$ cat config.mk
export PLATFORM = sky130hd
export DESIGN_NAME = config_text_tokenizer
export DESIGN_NICKNAME = d
export VERILOG_FILES = /design/src/ctt_pkg.sv /design/src/ctt_fifo.sv /design/src/ctt_front.sv /design/src/ctt_back.sv /design/src/config_text_tokenizer.sv
export SDC_FILE = /design/constraint.sdc
export NUM_CORES = 1
export LEC_CHECK = 0
export BUFFER_PORTS_ARGS = -buffer_cell sky130_fd_sc_hd__buf_2
export CORE_ASPECT_RATIO = 1.1
export CORE_MARGIN = 8
export CORE_UTILIZATION = 35
export CTS_CLUSTER_DIAMETER = 30
export DETAILED_ROUTE_END_ITERATION = 7
export SLEW_MARGIN = 30
export SYNTH_ARGS = -nofsm -noshare
export SYNTH_HDL_FRONTEND = slang
export SYNTH_SLANG_ARGS = --single-unit
$ cat constraint.sdc
create_clock -name clk -period 8.9 [get_ports clk]
set_input_delay 1.335 -clock clk [delete_from_list [all_inputs] [get_ports clk]]
set_output_delay 1.335 -clock clk [all_outputs]
set_load 0.01 [all_outputs]
$ cat src/ctt_pkg.sv
// ----------------------------------------------------------------------------
// Tokenizer package
// Shared types and codes for the configuration-text tokenizer.
// ----------------------------------------------------------------------------
`default_nettype none

package ctt_pkg;

  // Width of the reported line number.
  localparam int LINE_W = 16;
  localparam logic [LINE_W-1:0] LINE_RPT_MAX = 16'hFFFF;

  // Most results that one input item can cause.
  localparam int MAX_RES = 4;
  localparam int CNT_W   = 3;

  // Result event codes.
  typedef enum logic [1:0] {
    EV_CHAR  = 2'd0,
    EV_END   = 2'd1,
    EV_ERROR = 2'd2,
    EV_EOT   = 2'd3
  } event_t;

  // Lexer modes.
  typedef enum logic [3:0] {
    M_IDLE       = 4'd0,
    M_IDLE_CR    = 4'd1,
    M_LINECMT    = 4'd2,
    M_BLOCK      = 4'd3,
    M_BLOCK_STAR = 4'd4,
    M_BLOCK_CR   = 4'd5,
    M_IDENT      = 4'd6,
    M_CSTR       = 4'd7,
    M_VSTR       = 4'd8,
    M_VSTR_CR    = 4'd9
  } mode_t;

  // One result without its line number.
  typedef struct packed {
    event_t     ev;
    logic [7:0] ch;
    logic       q;
  } res_t;

  // All results of one input item, as they travel through the queue.
  typedef struct packed {
    logic [CNT_W-1:0]        cnt;
    res_t [MAX_RES-1:0]      slot;
    logic [LINE_W-1:0]       line;
  } bundle_t;

endpackage

`default_nettype wire

$ cat src/ctt_fifo.sv
// ----------------------------------------------------------------------------
// Result bundle queue
// Short register queue that decouples the lexer from the result drain.
// ----------------------------------------------------------------------------
`default_nettype none

module ctt_fifo #(
  parameter int DEPTH = 4
) (
  input  logic              clk,
  input  logic              rst_n,
  input  logic              push,
  input  ctt_pkg::bundle_t  wdata,
  output logic              full,
  input  logic              pop,
  output ctt_pkg::bundle_t  rdata,
  output logic              empty
);
  import ctt_pkg::*;

  localparam int AW = (DEPTH > 1) ? $clog2(DEPTH) : 1;
  localparam int CW = $clog2(DEPTH + 1);
  localparam logic [AW-1:0] LAST_PTR = AW'(DEPTH - 1);
  localparam logic [CW-1:0] FULL_CNT = CW'(DEPTH);

  bundle_t         mem_r [DEPTH];
  logic [AW-1:0]   wr_ptr_r;
  logic [AW-1:0]   rd_ptr_r;
  logic [CW-1:0]   cnt_r;
  logic            do_push;
  logic            do_pop;

  assign full    = (cnt_r == FULL_CNT);
  assign empty   = (cnt_r == '0);
  assign do_push = push && !full;
  assign do_pop  = pop && !empty;
  assign rdata   = mem_r[rd_ptr_r];

  // Storage is written at the tail.
  always_ff @(posedge clk) begin
    if (do_push) begin
      mem_r[wr_ptr_r] <= wdata;
    end
  end

  // Pointers wrap at the depth; the count tracks occupancy.
  always_ff @(posedge clk) begin
    if (!rst_n) begin
      wr_ptr_r <= '0;
      rd_ptr_r <= '0;
      cnt_r    <= '0;
    end else begin
      if (do_push) begin
        wr_ptr_r <= (wr_ptr_r == LAST_PTR) ? '0 : wr_ptr_r + 1'b1;
      end
      if (do_pop) begin
        rd_ptr_r <= (rd_ptr_r == LAST_PTR) ? '0 : rd_ptr_r + 1'b1;
      end
      if (do_push && !do_pop) begin
        cnt_r <= cnt_r + 1'b1;
      end else if (do_pop && !do_push) begin
        cnt_r <= cnt_r - 1'b1;
      end
    end
  end

endmodule

`default_nettype wire

$ cat src/ctt_front.sv
// ----------------------------------------------------------------------------
// Tokenizer front end
// Takes one text byte per cycle while the queue has room, runs the lexer and packs its results.
// ----------------------------------------------------------------------------
`default_nettype none

module ctt_front #(
  parameter int LINE_BITS = 16
) (
  input  logic              clk,
  input  logic              rst_n,
  input  logic              byte_vld,
  input  logic [7:0]        text_byte,
  input  logic              q_full,
  output logic              q_push,
  output ctt_pkg::bundle_t  q_data
);
  import ctt_pkg::*;

  localparam logic [7:0] CH_NUL    = 8'h00;
  localparam logic [7:0] CH_TAB    = 8'h09;
  localparam logic [7:0] CH_LF     = 8'h0A;
  localparam logic [7:0] CH_CR     = 8'h0D;
  localparam logic [7:0] CH_SPACE  = 8'h20;
  localparam logic [7:0] CH_DQUOTE = 8'h22;
  localparam logic [7:0] CH_SQUOTE = 8'h27;
  localparam logic [7:0] CH_STAR   = 8'h2A;
  localparam logic [7:0] CH_SLASH  = 8'h2F;
  localparam logic [7:0] CH_EQUAL  = 8'h3D;
  localparam logic [7:0] CH_BSLASH = 8'h5C;
  localparam logic [7:0] CH_N      = 8'h6E;
  localparam logic [7:0] CH_R      = 8'h72;
  localparam logic [7:0] CH_T      = 8'h74;
  localparam logic [7:0] CH_LBRACE = 8'h7B;
  localparam logic [7:0] CH_RBRACE = 8'h7D;

  localparam logic [LINE_BITS-1:0] LINE_TOP = '1;

  function automatic logic is_nl(input logic [7:0] c);
    return (c == CH_LF) || (c == CH_CR);
  endfunction

  function automatic logic is_blank(input logic [7:0] c);
    return (c == CH_SPACE) || (c == CH_TAB);
  endfunction

  function automatic logic is_op(input logic [7:0] c);
    return (c == CH_LBRACE) || (c == CH_RBRACE) || (c == CH_EQUAL);
  endfunction

  function automatic logic ends_ident(input logic [7:0] c);
    return is_blank(c) || is_nl(c) || is_op(c) || (c == CH_DQUOTE) || (c == CH_SQUOTE);
  endfunction

  mode_t                 mode_r;
  mode_t                 mode_c;
  mode_t                 dmode;
  logic                  held_r;
  logic                  held_c;
  logic                  err_r;
  logic                  err_c;
  logic [LINE_BITS-1:0]  line_r;
  logic                  bump;
  logic                  clr;
  logic                  run_disp;
  logic                  run_idle;
  logic                  run_block;
  logic                  run_vstr;
  logic [CNT_W-1:0]      n_c;
  res_t [MAX_RES-1:0]    slot_c;
  logic                  accept;
  logic [LINE_W-1:0]     line_rpt;

  assign accept = byte_vld && !q_full;

  // Reported line number clips at the port maximum.
  assign line_rpt = (line_r > LINE_BITS'(LINE_RPT_MAX)) ? LINE_RPT_MAX : LINE_W'(line_r);

  // Lexer: next mode, held flag, line bump and the list of results.
  always_comb begin
    mode_c    = mode_r;
    dmode     = mode_r;
    held_c    = held_r;
    err_c     = err_r;
    bump      = 1'b0;
    clr       = 1'b0;
    run_disp  = 1'b0;
    run_idle  = 1'b0;
    run_block = 1'b0;
    run_vstr  = 1'b0;
    n_c       = '0;
    slot_c    = '0;

    if (text_byte == CH_NUL) begin
      // End of text closes what is pending, then resets everything.
      if (!err_r) begin
        if (held_r) begin
          if (mode_r == M_CSTR) begin
            slot_c[n_c[1:0]] = '{ev: EV_ERROR, ch: 8'h00, q: 1'b0}; n_c = n_c + 1'b1;
          end else if (mode_r == M_VSTR) begin
            slot_c[n_c[1:0]] = '{ev: EV_CHAR, ch: CH_BSLASH, q: 1'b0}; n_c = n_c + 1'b1;
            slot_c[n_c[1:0]] = '{ev: EV_END, ch: 8'h00, q: 1'b1}; n_c = n_c + 1'b1;
          end else begin
            slot_c[n_c[1:0]] = '{ev: EV_CHAR, ch: CH_SLASH, q: 1'b0}; n_c = n_c + 1'b1;
            slot_c[n_c[1:0]] = '{ev: EV_END, ch: 8'h00, q: 1'b0}; n_c = n_c + 1'b1;
          end
        end else if (mode_r == M_IDENT) begin
          slot_c[n_c[1:0]] = '{ev: EV_END, ch: 8'h00, q: 1'b0}; n_c = n_c + 1'b1;
        end else if ((mode_r == M_CSTR) || (mode_r == M_VSTR) || (mode_r == M_VSTR_CR)) begin
          slot_c[n_c[1:0]] = '{ev: EV_END, ch: 8'h00, q: 1'b1}; n_c = n_c + 1'b1;
        end
      end
      slot_c[n_c[1:0]] = '{ev: EV_EOT, ch: 8'h00, q: 1'b0}; n_c = n_c + 1'b1;
      clr = 1'b1;
    end else if (!err_r) begin
      // A held slash or backslash is resolved by this byte.
      if (held_r) begin
        held_c = 1'b0;
        case (mode_r)
          M_IDLE, M_IDENT: begin
            if ((text_byte == CH_SLASH) || (text_byte == CH_STAR)) begin
              if (mode_r == M_IDENT) begin
                slot_c[n_c[1:0]] = '{ev: EV_END, ch: 8'h00, q: 1'b0}; n_c = n_c + 1'b1;
              end
              mode_c = (text_byte == CH_SLASH) ? M_LINECMT : M_BLOCK;
            end else begin
              slot_c[n_c[1:0]] = '{ev: EV_CHAR, ch: CH_SLASH, q: 1'b0}; n_c = n_c + 1'b1;
              run_disp = 1'b1;
              dmode    = M_IDENT;
            end
          end
          M_CSTR: begin
            case (text_byte)
              CH_N: begin
                slot_c[n_c[1:0]] = '{ev: EV_CHAR, ch: CH_LF, q: 1'b0}; n_c = n_c + 1'b1;
              end
              CH_R: begin
                slot_c[n_c[1:0]] = '{ev: EV_CHAR, ch: CH_CR, q: 1'b0}; n_c = n_c + 1'b1;
              end
              CH_T: begin
                slot_c[n_c[1:0]] = '{ev: EV_CHAR, ch: CH_TAB, q: 1'b0}; n_c = n_c + 1'b1;
              end
              CH_SQUOTE, CH_DQUOTE, CH_BSLASH: begin
                slot_c[n_c[1:0]] = '{ev: EV_CHAR, ch: text_byte, q: 1'b0}; n_c = n_c + 1'b1;
              end
              default: begin
                slot_c[n_c[1:0]] = '{ev: EV_ERROR, ch: 8'h00, q: 1'b0}; n_c = n_c + 1'b1;
                err_c  = 1'b1;
                mode_c = M_IDLE;
              end
            endcase
          end
          M_VSTR: begin
            if (text_byte == CH_SQUOTE) begin
              slot_c[n_c[1:0]] = '{ev: EV_CHAR, ch: CH_SQUOTE, q: 1'b0}; n_c = n_c + 1'b1;
            end else begin
              slot_c[n_c[1:0]] = '{ev: EV_CHAR, ch: CH_BSLASH, q: 1'b0}; n_c = n_c + 1'b1;
              run_disp = 1'b1;
              dmode    = M_VSTR;
            end
          end
          default: begin
            run_disp = 1'b1;
          end
        endcase
      end else begin
        run_disp = 1'b1;
      end

      // Per-mode handling of the byte.
      if (run_disp) begin
        mode_c = dmode;
        case (dmode)
          M_IDLE_CR: begin
            if (text_byte != CH_LF) begin
              run_idle = 1'b1;
            end else begin
              mode_c = M_IDLE;
            end
          end
          M_LINECMT: begin
            if (is_nl(text_byte)) begin
              run_idle = 1'b1;
            end
          end
          M_BLOCK: begin
            run_block = 1'b1;
          end
          M_BLOCK_STAR: begin
            if (text_byte == CH_SLASH) begin
              mode_c = M_IDLE;
            end else begin
              run_block = 1'b1;
            end
          end
          M_BLOCK_CR: begin
            if (text_byte != CH_LF) begin
              run_block = 1'b1;
            end else begin
              mode_c = M_BLOCK;
            end
          end
          M_IDENT: begin
            if (ends_ident(text_byte)) begin
              slot_c[n_c[1:0]] = '{ev: EV_END, ch: 8'h00, q: 1'b0}; n_c = n_c + 1'b1;
              run_idle = 1'b1;
            end else if (text_byte == CH_SLASH) begin
              held_c = 1'b1;
            end else begin
              slot_c[n_c[1:0]] = '{ev: EV_CHAR, ch: text_byte, q: 1'b0}; n_c = n_c + 1'b1;
            end
          end
          M_CSTR: begin
            if (text_byte == CH_BSLASH) begin
              held_c = 1'b1;
            end else if (text_byte == CH_DQUOTE) begin
              slot_c[n_c[1:0]] = '{ev: EV_END, ch: 8'h00, q: 1'b1}; n_c = n_c + 1'b1;
              mode_c = M_IDLE;
            end else if (is_nl(text_byte)) begin
              slot_c[n_c[1:0]] = '{ev: EV_ERROR, ch: 8'h00, q: 1'b0}; n_c = n_c + 1'b1;
              err_c  = 1'b1;
              held_c = 1'b0;
              mode_c = M_IDLE;
            end else begin
              slot_c[n_c[1:0]] = '{ev: EV_CHAR, ch: text_byte, q: 1'b0}; n_c = n_c + 1'b1;
            end
          end
          M_VSTR: begin
            run_vstr = 1'b1;
          end
          M_VSTR_CR: begin
            if (text_byte != CH_LF) begin
              run_vstr = 1'b1;
            end else begin
              mode_c = M_VSTR;
            end
          end
          default: begin
            run_idle = 1'b1;
          end
        endcase
      end

      // Inside a block comment only the closing star and newlines matter.
      if (run_block) begin
        mode_c = M_BLOCK;
        if (text_byte == CH_STAR) begin
          mode_c = M_BLOCK_STAR;
        end else if (text_byte == CH_CR) begin
          bump   = 1'b1;
          mode_c = M_BLOCK_CR;
        end else if (text_byte == CH_LF) begin
          bump = 1'b1;
        end
      end

      // Apostrophe strings keep newlines as LF and count them.
      if (run_vstr) begin
        mode_c = M_VSTR;
        if (text_byte == CH_BSLASH) begin
          held_c = 1'b1;
        end else if (text_byte == CH_CR) begin
          slot_c[n_c[1:0]] = '{ev: EV_CHAR, ch: CH_LF, q: 1'b0}; n_c = n_c + 1'b1;
          bump   = 1'b1;
          mode_c = M_VSTR_CR;
        end else if (text_byte == CH_LF) begin
          slot_c[n_c[1:0]] = '{ev: EV_CHAR, ch: CH_LF, q: 1'b0}; n_c = n_c + 1'b1;
          bump = 1'b1;
        end else if (text_byte == CH_SQUOTE) begin
          slot_c[n_c[1:0]] = '{ev: EV_END, ch: 8'h00, q: 1'b1}; n_c = n_c + 1'b1;
          mode_c = M_IDLE;
        end else begin
          slot_c[n_c[1:0]] = '{ev: EV_CHAR, ch: text_byte, q: 1'b0}; n_c = n_c + 1'b1;
        end
      end

      // Between tokens: start a token, a comment candidate or a newline.
      if (run_idle) begin
        mode_c = M_IDLE;
        if (is_blank(text_byte)) begin
          mode_c = M_IDLE;
        end else if (text_byte == CH_CR) begin
          bump   = 1'b1;
          mode_c = M_IDLE_CR;
        end else if (text_byte == CH_LF) begin
          bump = 1'b1;
        end else if (text_byte == CH_SLASH) begin
          held_c = 1'b1;
        end else if (text_byte == CH_DQUOTE) begin
          mode_c = M_CSTR;
        end else if (text_byte == CH_SQUOTE) begin
          mode_c = M_VSTR;
        end else if (is_op(text_byte)) begin
          slot_c[n_c[1:0]] = '{ev: EV_CHAR, ch: text_byte, q: 1'b0}; n_c = n_c + 1'b1;
          slot_c[n_c[1:0]] = '{ev: EV_END, ch: 8'h00, q: 1'b0}; n_c = n_c + 1'b1;
        end else begin
          slot_c[n_c[1:0]] = '{ev: EV_CHAR, ch: text_byte, q: 1'b0}; n_c = n_c + 1'b1;
          mode_c = M_IDENT;
        end
      end
    end
  end

  // Lexer state register; end of text returns it to reset.
  always_ff @(posedge clk) begin
    if (!rst_n) begin
      mode_r <= M_IDLE;
      held_r <= 1'b0;
      err_r  <= 1'b0;
      line_r <= '0;
    end else if (accept) begin
      if (clr) begin
        mode_r <= M_IDLE;
        held_r <= 1'b0;
        err_r  <= 1'b0;
        line_r <= '0;
      end else begin
        mode_r <= mode_c;
        held_r <= held_c;
        err_r  <= err_c;
        if (bump && (line_r != LINE_TOP)) begin
          line_r <= line_r + 1'b1;
        end
      end
    end
  end

  // Only items that cause results enter the queue.
  assign q_push      = accept && (n_c != '0);
  assign q_data.cnt  = n_c;
  assign q_data.slot = slot_c;
  assign q_data.line = line_rpt;

endmodule

`default_nettype wire

$ cat src/ctt_back.sv
// ----------------------------------------------------------------------------
// Tokenizer back end
// Holds one result bundle and hands out its results one per pop.
// ----------------------------------------------------------------------------
`default_nettype none

module ctt_back (
  input  logic              clk,
  input  logic              rst_n,
  input  ctt_pkg::bundle_t  q_data,
  input  logic              q_empty,
  output logic              q_pop,
  output logic              out_empty,
  input  logic              out_pop,
  output logic [1:0]        out_event_res,
  output logic [7:0]        out_char_out,
  output logic              out_quoted,
  output logic [15:0]       out_line_number,
  output logic              out_final_result
);
  import ctt_pkg::*;

  bundle_t     bun_r;
  logic        valid_r;
  logic [1:0]  idx_r;
  logic        last;
  logic        take;
  logic        load;
  res_t        cur;

  // Current result and whether it is the last of its bundle.
  assign cur  = bun_r.slot[idx_r];
  assign last = ({1'b0, idx_r} == (bun_r.cnt - 1'b1));
  assign take = valid_r && out_pop;
  assign load = (!valid_r || (take && last)) && !q_empty;

  assign q_pop            = load;
  assign out_empty        = !valid_r;
  assign out_event_res    = cur.ev;
  assign out_char_out     = cur.ch;
  assign out_quoted       = cur.q;
  assign out_line_number  = bun_r.line;
  assign out_final_result = last;

  // Bundle payload.
  always_ff @(posedge clk) begin
    if (load) begin
      bun_r <= q_data;
    end
  end

  // Slot index and holding flag.
  always_ff @(posedge clk) begin
    if (!rst_n) begin
      valid_r <= 1'b0;
      idx_r   <= '0;
    end else if (load) begin
      valid_r <= 1'b1;
      idx_r   <= '0;
    end else if (take) begin
      if (last) begin
        valid_r <= 1'b0;
      end else begin
        idx_r <= idx_r + 1'b1;
      end
    end
  end

endmodule

`default_nettype wire

$ cat src/config_text_tokenizer.sv
// ----------------------------------------------------------------------------
// Configuration-text tokenizer
// Splits a zero-terminated byte stream into token characters and markers.
// ----------------------------------------------------------------------------
//  Channel   Ports                                   Handshake
//  input     in_text_byte                            in_push / in_full
//  result    out_event_res, out_char_out,            out_pop / out_empty
//            out_quoted, out_line_number,
//            out_final_result
//
// One text byte is taken every cycle while the bundle queue has room; the
// lexer finishes each byte in the cycle it is taken.
// Results leave one per cycle while out_pop is high and results wait; a byte
// causes zero to four of them, so the drain rate of the result side sets the
// sustained byte rate. Reset is synchronous; a byte can be taken once reset
// is released; its first result reaches the ports via the queue and bun_r.
// The queue holds QUEUE_DEPTH bundles between the lexer and the drain.
// ----------------------------------------------------------------------------
`default_nettype none

module config_text_tokenizer #(
  parameter int LINE_BITS   = 16,
  parameter int QUEUE_DEPTH = 4
) (
  input  logic        clk,
  input  logic        rst_n,
  input  logic        in_push,
  input  logic [7:0]  in_text_byte,
  output logic        in_full,
  output logic        out_empty,
  input  logic        out_pop,
  output logic [1:0]  out_event_res,
  output logic [7:0]  out_char_out,
  output logic        out_quoted,
  output logic [15:0] out_line_number,
  output logic        out_final_result
);
  import ctt_pkg::*;

  bundle_t  f_data;
  bundle_t  b_data;
  logic     f_push;
  logic     q_full;
  logic     q_empty;
  logic     b_pop;

  assign in_full = q_full;

  // Lexer.
  ctt_front #(
    .LINE_BITS (LINE_BITS)
  ) u_front (
    .clk       (clk),
    .rst_n     (rst_n),
    .byte_vld  (in_push),
    .text_byte (in_text_byte),
    .q_full    (q_full),
    .q_push    (f_push),
    .q_data    (f_data)
  );

  // Bundle queue.
  ctt_fifo #(
    .DEPTH (QUEUE_DEPTH)
  ) u_fifo (
    .clk   (clk),
    .rst_n (rst_n),
    .push  (f_push),
    .wdata (f_data),
    .full  (q_full),
    .pop   (b_pop),
    .rdata (b_data),
    .empty (q_empty)
  );

  // Result drain.
  ctt_back u_back (
    .clk              (clk),
    .rst_n            (rst_n),
    .q_data           (b_data),
    .q_empty          (q_empty),
    .q_pop            (b_pop),
    .out_empty        (out_empty),
    .out_pop          (out_pop),
    .out_event_res    (out_event_res),
    .out_char_out     (out_char_out),
    .out_quoted       (out_quoted),
    .out_line_number  (out_line_number),
    .out_final_result (out_final_result)
  );

endmodule

`default_nettype wire

**Word level (Yosys, flattened, before mapping)**

Memories as Yosys holds them, arrays and structs flattened. A register that Yosys moved wholly into a read port is not among the register bits.
Index checks and enable logic that the tools add are counted.

- Add/sub/neg operators: 12
- Order comparisons: 12
- Equality and inequality tests: 38
- Mux-type cells: 205
- Bitwise gates (word level): 23
- Reductions and logical operators: 54

Operator list:

| kind | count |
|---|---|
| $mux 44 | 25 |
| $not 36->36 | 4 |
| $bwmux 44 | 3 |
| $mux 11 | 12 |
| $mux 4 | 33 |
| $not 40->40 | 3 |
| $demux 11 s2 | 5 |
| $mux 3 | 31 |
| $pmux 44 s2 | 1 |
| $and 10x40->40 | 2 |
| $and 36x36->36 | 2 |
| $mux 1 | 67 |
| $mux 10 | 5 |
| $eq 8x6->1 const B | 6 |
| $eq 8x7->1 const B | 6 |
| $mux 16 | 3 |
| $mux 22 | 2 |
| $pmux 11 s4 | 1 |
| $and 40x40->40 | 1 |
| $and 18x36->36 | 1 |
| $and 9x36->36 | 1 |
| $pmux 11 s3 | 1 |
| $eq 4x3->1 const B | 6 |
| $eq 8x4->1 const B | 3 |
| 51 further kinds | 120 |

- Flip-flop bits (word level): 32
- RAM bits: 252
- Input port bits: 12
- Output and inout port bits: 30
- Word-level logic and storage cells: 354
- Memories kept: 1

Memories:

| memory | words | width | rd ports | clocked after Yosys merged registers in | wr ports | line | RTL |
|---|---|---|---|---|---|---|---|
| u_fifo.mem_r | 4 | 63 | 1 | 1 | 1 | ctt_fifo.sv:26 | `bundle_t mem_r [DEPTH];` |

**Logic depth before layout (Yosys ltp)**

Gate-level depths: netlist of the first run.

- Depth after elaboration: 40
- Depth in mapped cells: 29
- Depth with buffers taken out: 26

**Modules after synthesis**

From an unflattened synthesis of the first run, not the netlist that was laid out.

- Cell total of the unflattened synthesis: 1077
- Area total of the unflattened synthesis: 15966.6 µm²

By module, submodules not included:

| module | times used | cells an instance | area each (µm²) | sequential area each (µm²) |
|---|---|---|---|---|
| ctt_fifo | 1 | 380 | 9643.0 | 7747.4 |
| ctt_front | 1 | 581 | 3823.7 | 440.4 |
| ctt_back | 1 | 116 | 2499.9 | 1951.9 |

**Least setup slack after synthesis of the first run**

OpenSTA, ideal clock, no wires.

- Path kind: input port to flip-flop
- Start point: input in_text_byte[7]
- End point: memory u_fifo.mem_r[0][0] in the netlist's numbering (enable)
- Arrival time: 6628 ps
- Path slack: 1844 ps
- Stages on the path: 24
- Buffers on the path: 3
- Path through: buf_2 -> nor4b_4 -> buf_4 -> and3_1 -> a31o_2 -> inv_2 -> ha_1 -> o311ai_1 -> o211a_4 -> inv_1 -> ha_1 -> nor2_1 -> a31oi_1 -> o31ai_1 -> o21ai_1 -> ha_1 -> nor2_1 -> nand2_1 -> o21ai_0 -> mux2i_1 -> a22o_1 -> o41a_1 -> buf_2 -> and2_1

RTL lines:

| item | line | RTL |
|---|---|---|
| start, declared | config_text_tokenizer.sv:28 | `input logic [7:0] in_text_byte,` |
| end, declared | ctt_fifo.sv:26 |  |

**Worst setup path after layout of the first run**

- Start point: input in_text_byte[6]
- End point: register u_fifo.cnt_r[2]

- Longest elaborated chain between the ends: 37

RTL lines:

| item | line | RTL |
|---|---|---|
| $eq 8x6->1, on equally long branches | ctt_front.sv:121, ctt_front.sv:207, ctt_front.sv:287 |  |
| $logic_or 1x1->1 | ctt_front.sv:121 | `if ((text_byte == CH_SLASH) \|\| (text_byte == CH_STAR)) begin` |
| $mux 1 | ctt_front.sv:121 |  |
| $pmux 3 s2 | ctt_front.sv:119 | `case (mode_r)` |
| $mux 3 | ctt_front.sv:117 | `if (held_r) begin` |
| $mux 3 | ctt_front.sv:115 | `end else if (!err_r) begin` |
| $mux 3 | ctt_front.sv:94 | `if (text_byte == CH_NUL) begin` |
| $add 3x1->3 | -- |  |
| [21 not listed] | -- |  |
| $mux 3 | ctt_front.sv:115 |  |
| $mux 3 * | ctt_front.sv:94 |  |
| $reduce_bool 3->1 * | ctt_front.sv:329 | `assign q_push = accept && (n_c != '0);` |
| $logic_and 1x1->1 * | ctt_front.sv:329 |  |
| $logic_and 1x1->1 * | ctt_fifo.sv:35 | `assign do_push = push && !full;` |
| $logic_not 1->1 | ctt_fifo.sv:61 | `end else if (do_pop && !do_push) begin` |
| $logic_and 1x1->1 | ctt_fifo.sv:61 |  |
| $reduce_bool 2->1 (no source line) | -- |  |
| end signal, assigned | ctt_fifo.sv:60 | `cnt_r <= cnt_r + 1'b1;` |
| end signal, assigned | ctt_fifo.sv:62 | `cnt_r <= cnt_r - 1'b1;` |
| end, declared | ctt_fifo.sv:29 | `logic [CW-1:0] cnt_r;` |

Mark *: on every way between the ends. The rest lies on a longest branch, timed or not. The select of a mux whose other input is x is not followed.
A chain may end at the register's enable or synchronous reset.

==> results.py, run 1 <==
metrics = {
    "route": {
        "vias": 9241,
        "first_pass_iters": 7,
        "ant_nets": 0,
        "drt_wl_total_um": 36000,
        "remaining_drc_errors": 0,
        "drt_iter0_markers": 614,
        "routedWlPerCell_um": 21.1,
        "vias_per_cell": 5.41,
    },
    "yosys": {
        "syn_inst": 1049,
        "synth_warnings": 0,
        "synth_top_cell_area_share": 0.606,
        "postSynthAreaPerCell_um2": 14.9,
        "synth_flop_cell": "edfxtp_1",
        "synth_edf_count": 315,
        "synthTopCellsByArea": "edfxtp_1, mux4_2, dfxtp_1",
        "synth_cell_type_count": 83,
        "seq_area_frac_synth": 0.647,
        "post-synth-top-area-cell": "edfxtp_1",
        "syn-num-nets": 1086,
        "syn_area_um2": 15600,
        "ys_async_sr_fraction": 0,
        "synth-seq-cells": 347,
    },
    "sta": {
        "slew_headroom": 0.350,
        "setup_viol": 0,
        "drv_slew": 0,
        "skew_ns": 0.0251,
        "period_minus_slack_ns": 7.04,
        "fmax_ghz": 0.142,
        "fin_crit_sh": 0.791,
        "setup_tns_ns": 0,
        "hold_viol": 0,
        "rsz0062_at_grt": "false",
        "worstMarginPinSlew_ns": 0.972,
    },
    "layout": {
        "multi_input_area_um2": 5040,
        "regArea_um2": 10100,
        "fill_cells": 3998,
        "synthToLayoutAreaGrowth_pct": 17.0,
        "drive_gt1_frac": 0.231,
        "fin_nets": 1121,
        "n_antenna_cell": 0,
        "final_util": 0.413,
    },
    "floorplan": {
        "die_h_um": 238,
        "start_util": 0.353,
        "dieArea_um2": 51700,
        "dieWidth_um": 217,
        "io_pins": 42,
        "placementRows": 81,
        "core_um2": 44300,
    },
    "grt": {
        "overflow": 0,
        "grt_pass1_vias": 9302,
        "antenna_found_initial": 0,
        "grt.total_usage": 0.139,
        "grt_pass1_wl_um": 56200,
        "grt_max_degree": 66,
    },
    "cts": {
        "cts.sink_count": 347,
        "cts_tree": "built",
        "path_clk_slew_ns": 0.05,
        "h-tree-depth": 2,
        "cts_buffers": 53,
        "cts_resized": 0,
        "cts_setup_buffers": 0,
        "clock_path_buffers": 3,
        "cts-root-buf": "clkbuf_16",
        "hold_buffers": 0,
        "clkLatencyLatePin_ns": 0.58,
    },
    "placement": {
        "dp_hpwl_um": 23400,
        "gp_congestion": 0.889,
        "port_buffers": 41,
    },
    "pwr": {
        "power_density_nw_per_um2": 294,
        "peakVddDrop_mv": 0.157,
        "p_leak_nw": 6.03,
    },
    "worst_setup_path": {
        "crit_path_max_incr_delay_ns": 0.68,
        "start_kind": "primary input",
        "crit_fanout": 13,
        "critical-path-top-delay-family": "simple AND/OR/NAND/NOR gates",
        "path_class": "in2reg",
        "crit_required_ns": 9.38,
        "critPathCaptureType": "flip-flop",
        "crit_path_frequent_cell": "ha_1",
        "cp.arrival_ns": 7.52,
        "cp_slowest_cell": "nor4b_4",
        "path_buf_inv": 4,
    },
    "min_path": {
        "hp-class": "reg2reg",
    },
    "status": {
        "status": "finished clean",
    },
    "job": {
        "cap_violations": 0,
    },
}
cell type report:
cell class | count | area share
Clock buffer | 54 | 0.0728
Clock inverter | 45 | 0.0307
Inverter | 31 | 0.00637
Multi-Input combinational cell | 592 | 0.276
Sequential cell | 347 | 0.553
Tap cell | 581 | 0.0398
Timing Repair Buffer | 59 | 0.0216
kinds of logic after synthesis:
group / Yosys count / share of synthesized area
DFF: 347 / 0.647
AOI/OAI and AO/OA: 198 / 0.0894
adders and majority gates: 25 / 0.0205
xor gates and xnor gates: 25 / 0.0140
buffers and inverters: 110 / 0.0323
and+or+nand+nor: 266 / 0.0880
muxes: 78 / 0.109
registers in the layout, indices dropped and copies added, names as in the netlist:
register,flops
u_back.valid_r,1
u_back.idx_r,2
u_fifo.cnt_r,3
u_back.out_line_number,16
u_front.err_r,1
u_back.bun_r,47
u_front.mode_r,4
u_front.held_r,1
u_fifo.wr_ptr_r,2
u_fifo.rd_ptr_r,2
u_fifo.mem_r,252
u_front.line_r,16
final timing paths:
kind | start | to | slack [ns] | depth (start not counted)
worst max-delay path | in_text_byte[6] | u_fifo.cnt_r[2] | 1.86 | 25
worst min-delay path | u_fifo.wr_ptr_r[1] | u_fifo.wr_ptr_r[1] | 0.51 | 2
worst max register to register | u_front.mode_r[3] | u_fifo.cnt_r[2] | 2.45 | 26
worst min register to register | u_fifo.wr_ptr_r[1] | u_fifo.wr_ptr_r[1] | 0.51 | 2
placed cells by master (no fill, tap or decap), types with 17 or more instances in the layout:
cell       instances
nor2_1            59
a21oi_1           36
inv_1             28
o21ai_0           40
dfxtp_1           29
and2_1            17
buf_2             41
mux4_2            74
clkbuf_16         53
nand3_1           31
nand2_1           66
ha_1              24
edfxtp_1         315
xor2_1            20
metal layers:
layer  GRT usage  part of all wire  vias to the layer above  wire length, um
li1            -                 -                     4205                -
met4      0.0457             0.022                        0              809
met1       0.190              0.46                     4720            16500
met2       0.225              0.48                      255            17300
met3      0.0200             0.040                       61             1450
met5           0                 0                        -                0
worst min-delay path: stages, from the launching register on:
cell	delay (ns)
dfxtp_1	0.33
nand2_1	0.06
mux2i_1	0.06
through the flow:
stage / hold WS (ns) / worst slack [ns] / cells / power, mW / area, um2
after floorplan: 0.468 / 1.84 / 1049 / 3.03 / 15600
after global placement: 0.489 / 1.42 / 1610 / 3.33 / 16400
after detailed placement: 0.497 / 1.32 / 1610 / 3.34 / 16400
after CTS: 0.503 / 1.89 / 1709 / 5.45 / 18300
after global routing: 0.526 / 1.35 / 1709 / 5.62 / 18300
final: 0.506 / 1.86 / 1709 / 5.37 / 18300
where the power goes:
part	internal [mW]	switching [mW]	leakage [nW]	total (mW)
logic	0.451	0.558	2.05	1.01
registers	2.14	0.117	3.07	2.26
clock network	1.31	0.790	0.908	2.10
total	3.90	1.47	6.03	5.37
Yosys cell counts, drive strengths merged, types with 7 or more instances:
cell type and number:
nor2 60, mux4 74, ha 24, and2 22
a221oi 12, nand2b 8, nor3 16, dfxtp 32
a31oi 8, a21boi 12, a21oi 38, buf 39
edfxtp 315, a32oi 11, clkbuf 40, o21ai 51
nand3 31, or3 7, inv 31, xor2 20
and3 11, nand2 66, nor2b 8
(Power assumes the default switching activity.)
==> inputs of run 2 (changes only) <==
==> constraint.sdc (replaced) <==
create_clock -name clk -period 7.2 [get_ports clk]
set_input_delay 1.08 -clock clk [delete_from_list [all_inputs] [get_ports clk]]
set_output_delay 1.08 -clock clk [all_outputs]
set_load 0.01 [all_outputs]
==> results.py, run 2 (same netlist as run 1, synthesis figures left out) <==
metrics = {
    "grt": {
        "grt_pass1_wl_um": 55600,
        "antenna_found_initial": 0,
        "grt_pass1_vias": 9346,
        "met2_usage": 0.219,
        "grt.total_usage": 0.137,
        "gr-usage-met3": 0.0233,
        "overflow": 0,
        "use_met1": 0.183,
        "busiest_layer": "met2",
        "grt_max_degree": 66,
    },
    "worst_setup_path": {
        "r2r_cells": 26,
        "crit_fanout": 24,
        "path_class": "in2reg",
        "crit_path_max_incr_delay_ns": 0.43,
        "cp_slowest_cell": "fa_1",
        "cp.arrival_ns": 6.69,
        "path_depth": 27,
        "crit_path_frequent_cell": "ha_1",
        "critPathCaptureType": "flip-flop",
        "start_kind": "primary input",
        "critical-path-top-delay-family": "compound AO/OA/AOI/OAI gates",
        "crit_required_ns": 7.68,
        "path_buf_inv": 4,
    },
    "route": {
        "vias": 9292,
        "drt_wl_total_um": 35900,
        "first_pass_iters": 7,
        "routedWlPerCell_um": 20.8,
        "drt_iter0_markers": 788,
        "vias_per_cell": 5.40,
        "ant_nets": 0,
        "remaining_drc_errors": 0,
    },
    "cts": {
        "cts_resized": 0,
        "clkLatencyLatePin_ns": 0.56,
        "cts_buffers": 55,
        "cts_tree": "built",
        "h-tree-depth": 2,
        "cts-root-buf": "clkbuf_16",
        "clock_path_buffers": 3,
        "path_clk_slew_ns": 0.05,
        "cts.sink_count": 347,
        "hold_buffers": 0,
        "cts_setup_buffers": 0,
    },
    "pwr": {
        "clkPwrFrac": 0.389,
        "p_leak_nw": 6.07,
        "power_density_nw_per_um2": 361,
        "sw_frac_of_total": 0.263,
        "peakVddDrop_mv": 0.216,
        "p_switching_mw": 1.74,
        "intPower_mw": 4.88,
        "combPwrFrac": 0.193,
        "seqPwrFrac": 0.419,
    },
    "layout": {
        "drive_gt1_frac": 0.237,
        "most-common-layout-cells": "edfxtp_1, mux4_2, nand2_1",
        "largest_register_ffs": 252,
        "n_antenna_cell": 0,
        "final_common_cell": "edfxtp_1",
        "reg.largest.list": "u_fifo.mem_r: 252 flops, u_back.bun_r: 47 flops",
        "fin_area_um2": 18300,
        "top_register": "u_fifo.mem_r",
        "synthToLayoutAreaGrowth_pct": 17.2,
        "fin_nets": 1134,
    },
    "sta": {
        "fmax_ghz": 0.161,
        "skew_ns": 0.0187,
        "drv_slew": 0,
        "period_minus_slack_ns": 6.21,
        "fin_ws_ns": 0.985,
        "worstMarginPinSlew_ns": 0.884,
        "fin_crit_sh": 0.863,
        "setup_tns_ns": 0,
        "hold_viol": 0,
        "setup_viol": 0,
        "slew_headroom": 0.411,
        "rsz0062_at_grt": "false",
    },
    "placement": {
        "dp_hpwl_um": 23600,
        "gp_congestion": 0.919,
        "pre_cts_ws_ns": 0.449,
        "port_buffers": 41,
        "place_area_um2": 16500,
    },
    "floorplan": {
        "io_pins": 42,
        "dieWidth_um": 217,
        "placementRows": 81,
        "dieArea_um2": 51700,
        "core_um2": 44300,
        "die_h_um": 238,
        "start_util": 0.353,
    },
    "min_path": {
        "hp-class": "reg2reg",
        "hold_depth": 2,
    },
    "status": {
        "status": "finished clean",
    },
    "job": {
        "cap_violations": 0,
    },
}
[run 2: per-stage QoR]
step / power (mW) / hold WS [ns] / std cells / util
6_report: 6.62 / 0.498 / 1722 / 0.414
5_1_grt: 6.91 / 0.529 / 1722 / 0.414
4_1_cts: 6.72 / 0.506 / 1722 / 0.413
3_5_place_dp: 4.14 / 0.498 / 1621 / 0.372
3_3_place_gp: 4.11 / 0.487 / 1621 / 0.372
2_1_floorplan: 3.74 / 0.468 / 1049 / -
[run 2: routing by layer]
metal / part of all wire / vias up
met5: 0 / -
met4: 0.035 / 0
met3: 0.050 / 82
met2: 0.47 / 288
met1: 0.44 / 4695
li1: - / 4227
[run 2: worst reg2reg max path, delay by kind of cell (launching register included)]
kind,cells,cell delay [ns]
AOI/OAI and AO/OA,11,2.45
xor gates and xnor gates,1,0.18
adders and majority gates,5,1.52
buffers and inverters,3,0.23
DFF,1,0.64
muxes,1,0.14
and+or+nand+nor,5,0.91
[run 2: power by group through the flow]
stage	clock, mW	sequential, mW	combinational [mW]
after floorplan	0	2.76	0.988
after CTS	2.62	2.78	1.32
final	2.57	2.77	1.27
after global routing	2.71	2.81	1.40
after global placement	0	2.80	1.31
after detailed placement	0	2.82	1.32
[run 2: final timing paths]
path                      start                 end  slack, ns
min          u_fifo.wr_ptr_r[1]  u_fifo.wr_ptr_r[1]       0.50
max             in_text_byte[2]     u_fifo.cnt_r[2]       0.99
max reg2reg   u_front.mode_r[1]     u_fifo.cnt_r[2]       1.07
min reg2reg  u_fifo.wr_ptr_r[1]  u_fifo.wr_ptr_r[1]       0.50
[run 2: area by class of cell]
type | instances | area (um2)
fill | 3943 | 26000
sequential | 347 | 10100
multi-input combinational | 592 | 5040
clock buffer | 63 | 1440
tap | 581 | 727
timing repair buffer | 70 | 480
clock inverter | 38 | 412
inverter | 31 | 116
